<file path="config.mk">
export PLATFORM = sky130hd
export DESIGN_NAME = segment_box_edge_intersect_core
export DESIGN_NICKNAME = d
export VERILOG_FILES = /design/src/rtl/sbei_pkg.sv /design/src/rtl/segment_box_edge_intersect_core.sv
export SDC_FILE = /design/constraint.sdc
export NUM_CORES = 2
export LEC_CHECK = 0
export ABC_AREA = 0
export BUFFER_PORTS_ARGS = -buffer_cell sky130_fd_sc_hd__buf_2
export CORE_MARGIN = 5
export CORE_UTILIZATION = 50
export CTS_CLUSTER_DIAMETER = 30
export DETAILED_ROUTE_END_ITERATION = 12
export PLACE_DENSITY_LB_ADDON = 0.25
export SLEW_MARGIN = 10
export SYNTH_ARGS = -nofsm -noshare
export SYNTH_HDL_FRONTEND = slang
export SYNTH_SLANG_ARGS = --single-unit
export TNS_END_PERCENT = 1
</file>
<file path="constraint.sdc">
create_clock -name clk -period 6.5 [get_ports clk]
set_input_delay 0.975 -clock clk [delete_from_list [all_inputs] [get_ports clk]]
set_output_delay 0.975 -clock clk [all_outputs]
set_load 0.01 [all_outputs]
</file>
<file path="src/rtl/sbei_pkg.sv">
`timescale 1ns / 1ps
`default_nettype none

package sbei_pkg;

  localparam int CFG_INDEX_BITS = 3;

  localparam logic [CFG_INDEX_BITS-1:0] REG_BOX_MIN_X = 3'd0;
  localparam logic [CFG_INDEX_BITS-1:0] REG_BOX_MIN_Y = 3'd1;
  localparam logic [CFG_INDEX_BITS-1:0] REG_BOX_MAX_X = 3'd2;
  localparam logic [CFG_INDEX_BITS-1:0] REG_BOX_MAX_Y = 3'd3;

  // cycles from the accepting edge to the edge that takes the result
  localparam int LATENCY = 5;

  localparam int NUM_SIDES = 4;
  localparam int SIDE_BOTTOM = 0;
  localparam int SIDE_LEFT   = 1;
  localparam int SIDE_RIGHT  = 2;
  localparam int SIDE_TOP    = 3;

  localparam int NUM_CORNERS = 4;
  localparam int CORNER_LO = 0;  // (min_x, min_y)
  localparam int CORNER_LR = 1;  // (max_x, min_y)
  localparam int CORNER_HI = 2;  // (max_x, max_y)
  localparam int CORNER_UL = 3;  // (min_x, max_y)

  // end corners of each side, in side order
  localparam int SIDE_C0 [NUM_SIDES] = '{CORNER_LO, CORNER_LO, CORNER_HI, CORNER_HI};
  localparam int SIDE_C1 [NUM_SIDES] = '{CORNER_LR, CORNER_UL, CORNER_LR, CORNER_UL};

  // per-side flags worked out from compares alone
  typedef struct packed {
    logic rej;      // x or y extents strictly disjoint
    logic s2_zero;  // product of side orientations of p and q is zero
    logic s2_neg;   // ... and negative when not zero
  } side_flags_t;

  // sign of the segment orientation toward one corner
  typedef struct packed {
    logic neg;
    logic zero;
  } corner_sign_t;

endpackage

`default_nettype wire

</file>
<file path="src/rtl/segment_box_edge_intersect_core.sv">
`timescale 1ns / 1ps
`default_nettype none
// Segment vs. box-edge test, five register stages, one segment accepted per cycle.
// done is registered at the end of stage 5 after the accepting edge; throughput 1 beat/cycle.
// The depth is set by the 4 orientation multipliers and the wide subtract after them.
// Synchronous reset clears the stage valids and the box registers to 0; busy is high
// and cfg_ready low only while rst is high. The receiver cannot stall, so results
// never wait.

module segment_box_edge_intersect_core import sbei_pkg::*; #(
  parameter int COORD_BITS = 16
) (
  input  wire                          clk,
  input  wire                          rst,
  input  wire                          start,
  output logic                         busy,
  input  wire signed [COORD_BITS-1:0]  start_x,
  input  wire signed [COORD_BITS-1:0]  start_y,
  input  wire signed [COORD_BITS-1:0]  end_x,
  input  wire signed [COORD_BITS-1:0]  end_y,
  output logic                         done,
  output logic                         crosses_edge,
  input  wire                          cfg_valid,
  output logic                         cfg_ready,
  input  wire [CFG_INDEX_BITS-1:0]     cfg_index,
  input  wire [COORD_BITS-1:0]         cfg_data
);

  localparam int DW = COORD_BITS + 1;  // coordinate difference
  localparam int PW = 2 * DW;          // product
  localparam int SW = PW + 1;          // difference of products

  logic signed [COORD_BITS-1:0] box_min_x, box_min_y, box_max_x, box_max_y;

  assign busy      = rst;
  assign cfg_ready = !rst;

  always_ff @(posedge clk) begin
    if (rst) begin
      box_min_x <= '0;
      box_min_y <= '0;
      box_max_x <= '0;
      box_max_y <= '0;
    end else if (cfg_valid && cfg_ready) begin
      unique case (cfg_index)
        REG_BOX_MIN_X: box_min_x <= cfg_data;
        REG_BOX_MIN_Y: box_min_y <= cfg_data;
        REG_BOX_MAX_X: box_max_x <= cfg_data;
        REG_BOX_MAX_Y: box_max_y <= cfg_data;
        default: ;
      endcase
    end
  end

  function automatic logic all_gt(input logic signed [COORD_BITS-1:0] a0,
                                  input logic signed [COORD_BITS-1:0] a1,
                                  input logic signed [COORD_BITS-1:0] b0,
                                  input logic signed [COORD_BITS-1:0] b1);
    return (a0 > b0) && (a0 > b1) && (a1 > b0) && (a1 > b1);
  endfunction

  function automatic logic apart(input logic signed [COORD_BITS-1:0] a0,
                                 input logic signed [COORD_BITS-1:0] a1,
                                 input logic signed [COORD_BITS-1:0] b0,
                                 input logic signed [COORD_BITS-1:0] b1);
    return all_gt(a0, a1, b0, b1) || all_gt(b0, b1, a0, a1);
  endfunction

  // ---- stage 1: input beat
  logic                         v1;
  logic signed [COORD_BITS-1:0] px, py, qx, qy;

  always_ff @(posedge clk) begin
    if (rst) v1 <= 1'b0;
    else     v1 <= start && !busy;
    px <= start_x;
    py <= start_y;
    qx <= end_x;
    qy <= end_y;
  end

  // ---- stage 2: differences and compare-only flags
  logic signed [DW-1:0] dqx_next, dqy_next, exl_next, exh_next, eyl_next, eyh_next;
  side_flags_t          sd_next [NUM_SIDES];
  logic                 w_zero, h_zero;

  always_comb begin
    dqx_next = {qx[COORD_BITS-1], qx} - {px[COORD_BITS-1], px};
    dqy_next = {qy[COORD_BITS-1], qy} - {py[COORD_BITS-1], py};
    exl_next = {box_min_x[COORD_BITS-1], box_min_x} - {px[COORD_BITS-1], px};
    exh_next = {box_max_x[COORD_BITS-1], box_max_x} - {px[COORD_BITS-1], px};
    eyl_next = {box_min_y[COORD_BITS-1], box_min_y} - {py[COORD_BITS-1], py};
    eyh_next = {box_max_y[COORD_BITS-1], box_max_y} - {py[COORD_BITS-1], py};

    // side orientation of a point is (side length sign) * (offset sign); the
    // length sign cancels in the product over p and q unless it is zero
    w_zero = (box_max_x == box_min_x);
    h_zero = (box_max_y == box_min_y);

    sd_next[SIDE_BOTTOM].s2_zero = w_zero || (py == box_min_y) || (qy == box_min_y);
    sd_next[SIDE_BOTTOM].s2_neg  = (py < box_min_y) ^ (qy < box_min_y);
    sd_next[SIDE_BOTTOM].rej     = apart(px, qx, box_min_x, box_max_x) ||
                                   apart(py, qy, box_min_y, box_min_y);

    sd_next[SIDE_LEFT].s2_zero   = h_zero || (px == box_min_x) || (qx == box_min_x);
    sd_next[SIDE_LEFT].s2_neg    = (px < box_min_x) ^ (qx < box_min_x);
    sd_next[SIDE_LEFT].rej       = apart(px, qx, box_min_x, box_min_x) ||
                                   apart(py, qy, box_min_y, box_max_y);

    sd_next[SIDE_RIGHT].s2_zero  = h_zero || (px == box_max_x) || (qx == box_max_x);
    sd_next[SIDE_RIGHT].s2_neg   = (px < box_max_x) ^ (qx < box_max_x);
    sd_next[SIDE_RIGHT].rej      = apart(px, qx, box_max_x, box_max_x) ||
                                   apart(py, qy, box_max_y, box_min_y);

    sd_next[SIDE_TOP].s2_zero    = w_zero || (py == box_max_y) || (qy == box_max_y);
    sd_next[SIDE_TOP].s2_neg     = (py < box_max_y) ^ (qy < box_max_y);
    sd_next[SIDE_TOP].rej        = apart(px, qx, box_max_x, box_min_x) ||
                                   apart(py, qy, box_max_y, box_max_y);
  end

  logic                 v2;
  logic signed [DW-1:0] dqx, dqy, exl, exh, eyl, eyh;
  side_flags_t          sd2 [NUM_SIDES];

  always_ff @(posedge clk) begin
    if (rst) v2 <= 1'b0;
    else     v2 <= v1;
    dqx <= dqx_next;
    dqy <= dqy_next;
    exl <= exl_next;
    exh <= exh_next;
    eyl <= eyl_next;
    eyh <= eyh_next;
    sd2 <= sd_next;
  end

  // ---- stage 3: products; orientation toward corner c is
  // dqx * (c.y - p.y) - dqy * (c.x - p.x)
  logic                 v3;
  logic signed [PW-1:0] m_xl, m_xh, m_yl, m_yh;
  side_flags_t          sd3 [NUM_SIDES];

  always_ff @(posedge clk) begin
    if (rst) v3 <= 1'b0;
    else     v3 <= v2;
    m_xl <= PW'(dqx) * PW'(eyl);
    m_xh <= PW'(dqx) * PW'(eyh);
    m_yl <= PW'(dqy) * PW'(exl);
    m_yh <= PW'(dqy) * PW'(exh);
    sd3  <= sd2;
  end

  // ---- stage 4: corner orientation signs
  logic signed [SW-1:0] od [NUM_CORNERS];
  corner_sign_t         cs_next [NUM_CORNERS];

  always_comb begin
    od[CORNER_LO] = {m_xl[PW-1], m_xl} - {m_yl[PW-1], m_yl};
    od[CORNER_LR] = {m_xl[PW-1], m_xl} - {m_yh[PW-1], m_yh};
    od[CORNER_HI] = {m_xh[PW-1], m_xh} - {m_yh[PW-1], m_yh};
    od[CORNER_UL] = {m_xh[PW-1], m_xh} - {m_yl[PW-1], m_yl};
    for (int c = 0; c < NUM_CORNERS; c++) begin
      cs_next[c].neg  = od[c][SW-1];
      cs_next[c].zero = (od[c] == '0);
    end
  end

  logic         v4;
  corner_sign_t cs4 [NUM_CORNERS];
  side_flags_t  sd4 [NUM_SIDES];

  always_ff @(posedge clk) begin
    if (rst) v4 <= 1'b0;
    else     v4 <= v3;
    cs4 <= cs_next;
    sd4 <= sd3;
  end

  // ---- stage 5: per-side decision and result
  logic hit_next;
  logic z1, le1, le2;

  always_comb begin
    hit_next = 1'b0;
    for (int s = 0; s < NUM_SIDES; s++) begin
      z1  = cs4[SIDE_C0[s]].zero || cs4[SIDE_C1[s]].zero;
      le1 = z1 || (cs4[SIDE_C0[s]].neg ^ cs4[SIDE_C1[s]].neg);
      le2 = sd4[s].s2_zero || sd4[s].s2_neg;
      // collinear pair with disjoint extents does not count
      if (le1 && le2 && !(z1 && sd4[s].s2_zero && sd4[s].rej))
        hit_next = 1'b1;
    end
  end

  always_ff @(posedge clk) begin
    if (rst) done <= 1'b0;
    else     done <= v4;
    crosses_edge <= hit_next;
  end

endmodule

`default_nettype wire

</file>
# After elaboration in Yosys (flattened, before gate mapping)

Cells that the tools add are included.

Register bits after elaboration: 416
Input port bits: 87
Output and inout bits: 4
Logic and storage cells: 231

$add $sub $neg: 10
Multipliers: 4
$lt $le $gt $ge: 24
Eq/ne operators: 13
Multiplexer cells: 1
Bitwise gates (word level): 8
Reductions and logical operators: 103

Operators with widths:

| operator             | number |
|---|---|
| $gt A16 B16 Y1       | 16 |
| $eq A16 B16 Y1       | 10 |
| $logic_not A35 Y1    | 4 |
| $sub A34 B34 Y35     | 4 |
| $mul A17 B17 Y34     | 4 |
| $lt A16 B16 Y1       | 8 |
| $sub A16 B16 Y17     | 6 |
| $logic_and A1 B1 Y1  | 56 |
| $logic_or A1 B1 Y1   | 32 |
| $reduce_and A2 Y1    | 4 |
| $xor A1 B1 Y1        | 8 |
| $eq A3 B2 Y1 const B | 2 |
| $logic_not A1 Y1     | 5 |
| $eq A3 B1 Y1 const B | 1 |
| $logic_not A3 Y1     | 1 |
| $reduce_or A3 Y1     | 1 |
| $mux W1              | 1 |

# Longest topological paths before layout

Word-level depth: 6
Depth in mapped cells: 27
Depth with buffers taken out: 26

# Worst setup path after synthesis

OpenSTA, ideal clock, no wires.

Path type: reg2reg
Start point: register exl[2]
End point: register m_yl[32]
Setup time: 0.072 ns
Arrival time: 6.221 ns
Data required time: 6.428 ns
Slack: 0.207 ns
Cell stages (with the launch flop): 25
Buffers on the path: 1
Clock period less this slack: 6.293 ns
Cells stage by stage: dfxtp_1 > clkbuf_1 > nand2_1 > fa_1 > fa_1 > fa_1 > inv_1 > fa_1 > fa_1 > inv_1 > fa_1 > inv_1 > ha_1 > a21o_1 > a21oi_1 > o21bai_1 > a21o_1 > a2111oi_0 > nor3_1 > o21ai_0 > a21oi_1 > o41ai_1 > o21bai_1 > a21oi_1 > xnor2_1

Word-level cells in the longest chain between the ends: 1

Ends and longest elaborated chain:

| element                | RTL line                               | text |
|---|---|---|
| start, declared        | segment_box_edge_intersect_core.sv:122 | `logic signed [DW-1:0] dqx, dqy, exl, exh, eyl, eyh;` |
| start signal, assigned | segment_box_edge_intersect_core.sv:130 | `exl <= exl_next;` |
| $mul A17 B17 Y34       | segment_box_edge_intersect_core.sv:148 | `m_yl <= PW'(dqy) * PW'(exl);` |
| end signal, assigned   | segment_box_edge_intersect_core.sv:148 |  |
| end, declared          | segment_box_edge_intersect_core.sv:140 | `logic signed [PW-1:0] m_xl, m_xh, m_yl, m_yh;` |

Every way passes these cells.
A chain may end at the register's enable or synchronous reset.

# Worst setup path after layout

Start point: register dqy[3]
End point: register m_yh[32]

Word-level cells in the longest chain between the ends: 1

Ends and longest elaborated chain:

| element                | RTL line                               | text |
|---|---|---|
| start, declared        | segment_box_edge_intersect_core.sv:122 |  |
| start signal, assigned | segment_box_edge_intersect_core.sv:129 | `dqy <= dqy_next;` |
| $mul A17 B17 Y34       | segment_box_edge_intersect_core.sv:149 | `m_yh <= PW'(dqy) * PW'(exh);` |
| end signal, assigned   | segment_box_edge_intersect_core.sv:149 |  |
| end, declared          | segment_box_edge_intersect_core.sv:140 |  |

Every way passes these cells.

==> metrics <==
Via density=roughly 5.4; root buffer cell=clkbuf_16; min Tclk post-route=6.442 ns; core area=between 100,000 and 150,000 um2; width of the die=375.1 um; CTS tree=yes; max_cap viols=0; antenna violations before repair=13; Syn. warnings=0; flops & latches, synth=416; hold_sp=end_y[9]; Die H=approximately 380 um; Final Hold Fails=0; critical path class=register to register; hold path cells=1; synth unique cells=approximately 90; Final Setup Violations=0; crit end category=register; Final GP Congestion=between 0.9 and 1; synthesized netlist net count=about 9,400; RR Endpoint=m_yh[32]; Syn Area/Cell=8.960 um2; drt pass-1 iters=8; Critical Path Fanout Max=11; worst-margin pin slew=around 1.2 ns; Slew Viols, Final=0; DP HPWL=around 160,000 um; Worst EP required=around 7.1 ns; Placement Rows=between 100 and 150; first-pass GRT wire length=roughly 310,000 um; Slew HR=between 20% and 30%; Clock Sink Count=approximately 420; Achievable Freq=~160 MHz; Remaining Overflow, GRT=0; Buffers on Ports=90; CTS Hold Buffers Added=0; DR DRC count=0; layout cells sized above 1=8.591%; TritonCTS buffer count=between 100 and 150; Synth Cell Area=66,650 um2; die area=between 100,000 and 150,000 um2; Clock Latency Late Sink=0.77 ns; final core utilization=56.32%; GRT Resource Usage Total=between 20% and 30%; critical path launch point type=register; number of global-route vias before repair=54,328; WL final=193,400 um; WL/cell=20.31 um; Area Growth Syn to Fin=12.34%; Gate Count Post-Synth=7,439; Starting Density=approximately 50%; Clock transition at path regs=0.05 ns; filler instances=about 12,000; largest net degree at the start of global routing=42; clk buf depth=3; final worst path period share=slightly below 100%; Seq/Total Area, Yosys=between 10% and 20%; outcome=finished clean; ys async rst share=0%; Worst Hold Slack=approximately 0.3 ns; CP arrival=roughly 7 ns; Worst Hold Class=input pin to register; Final Skew=~0.11 ns; top_reg_cell synth=dfxtp_1; DRT antenna net count=0; H-tree depth=3; R2R Path Start=dqy[3]; Min-Delay Endpoint=qy[9]; Post-synth EDFFs=0; r2r worst-path depth=24; Ports=about 90; DR iter-0 viols=3,583; Final TNS setup=0 ns; Reg2Reg Setup Slack=slightly below 0.06 ns; DR vias=just over 50,000; Final nets=roughly 9,600; RSZ-0062 raised after global routing=true
==> cells in the mapped netlist, drive strengths merged, types with 11 or more instances <==
library cell / number / area share [%]
inv: 1456 / 8.2
fa: 1194 / 36
nand2: 813 / 4.6
ha: 646 / 12
and2: 594 / 5.6
dfxtp: 416 / 12
a21oi: 316 / 2.4
nor2: 284 / 1.6
clkbuf: 223 / 1.3
o21ai: 219 / 1.7
xnor2: 181 / 2.4
a21o: 113 / 1.3
xor2: 90 / 1.2
nor3: 87 / 0.65
nor2b: 75 / 0.70
nand2b: 70 / 0.66
o21a: 61 / 0.69
nand3: 58 / 0.44
nand4: 52 / 0.49
nor4: 33 / 0.34
a211oi: 31 / 0.35
o211ai: 31 / 0.35
a31oi: 29 / 0.27
and3: 29 / 0.27
o21bai: 27 / 0.30
a21boi: 26 / 0.29
o22ai: 22 / 0.21
or3: 19 / 0.18
a2111oi: 17 / 0.24
o31ai: 14 / 0.16
or2: 14 / 0.13
mux2i: 13 / 0.20
a221oi: 12 / 0.16
and4: 11 / 0.14
==> routing by layer <==
metal,vias to the layer above,routed length (um),track usage [%],part of all wire [%]
met5,-,13,0,0.0067
met4,2,11450,14.10,5.9
met3,374,12550,4.432,6.5
met2,1695,89180,44.93,46
met1,25894,80230,36.37,41
li1,23833,-,-,-
==> kinds of logic after synthesis <==
group	Yosys count	share of synthesized area (%)
XOR/XNOR	271	3.561
AND/OR/NAND/NOR	2179	16.24
AO/OA/AOI/OAI	1024	9.790
adder cells (fa/ha/maj)	1840	47.99
multiplexers	21	0.3304
flip-flops	416	12.49
buffers and inverters	1688	9.600
==> worst max-delay path by stage <==
stage                    end     from  slack [ns]  depth (start not counted)
finish              m_yh[32]   dqy[3]        0.06                         24
global route        m_yl[32]  dqy[10]       -0.12                         24
CTS                 m_yl[33]  dqy[11]        0.02                         24
detailed placement  m_yh[32]   dqy[7]       -0.09                         25
global placement    m_yh[33]   exh[6]        0.02                         24
floorplan           m_yl[32]   exl[2]        0.21                         24
==> area by class of cell <==
type                    instances  area [um2]  area share (%)
repair buffers                351        2938           3.923
clock buffers                 128        2864           3.825
clock inverters                66       862.1           1.151
multi-input cells            5335       52150           69.65
diodes                          2       5.005        0.006684
inverters                    1456        5465           7.299
well taps                    1768        2212           2.954
flip-flops and latches        416        8381           11.19
==> placed cells by master (no fill, tap or decap), drive strengths merged, types with 58 or more instances in the layout <==
cell	count
inv	1465
and2	594
nand3	58
xnor2	181
ha	646
xor2	90
nor2b	75
nor2	284
nor3	87
nand2	813
clkbuf	131
dfxtp	416
fa	1194
a21o	113
o21ai	219
buf	348
nand2b	70
a21oi	316
o21a	61
==> repair_timing <==
item	in CTS	in global routing
resized for setup	7	118
endpoints found under the setup margin	6	31
setup buffers	0	5
hold endpoints to repair	0	0
pin swaps	0	28
gates cloned	0	3
==> flip-flops by register name, summed over array words and instances, names as in the netlist, 8 cells and up <==
name,flops
box_min_x,16
dqy,17
box_max_x,16
box_min_y,16
eyh,17
px,16
sd3,12
m_xl,34
cs4,8
sd4,12
py,16
box_max_y,16
qx,16
sd2,12
qy,16
m_yl,34
dqx,17
exl,17
exh,17
m_yh,34
eyl,17
m_xh,34
==> critical path, cell delays in order (launching register included) <==
cell	delay [ns]
dfxtp_4	0.36
buf_4	0.15
clkbuf_16	0.18
nand2_1	0.08
fa_1	0.39
inv_1	0.10
fa_1	0.46
fa_1	0.60
fa_2	0.46
fa_1	0.51
inv_1	0.05
fa_1	0.48
inv_1	0.04
ha_2	0.17
a21o_1	0.17
a21o_1	0.17
a21oi_2	0.15
o21ai_2	0.08
or3_1	0.36
o211ai_1	0.26
a21boi_1	0.12
o21a_1	0.23
o41ai_2	0.40
o21ai_1	0.12
xor2_1	0.15
==> through the flow <==
step / setup WS (ns) / cell area, um2 / std cells
3_5_place_dp: -0.09145 / 70660 / 9318
4_1_cts: 0.01592 / 74400 / 9512
5_1_grt: -0.1219 / 74880 / 9522
3_3_place_gp: 0.01951 / 70660 / 9318
2_1_floorplan: 0.2073 / 66650 / 7439
6_report: 0.05796 / 74880 / 9522
Power is left out: the tool's default activity adds up to more than one toggle a clock period on the data nets, which glitch-free logic cannot reach.
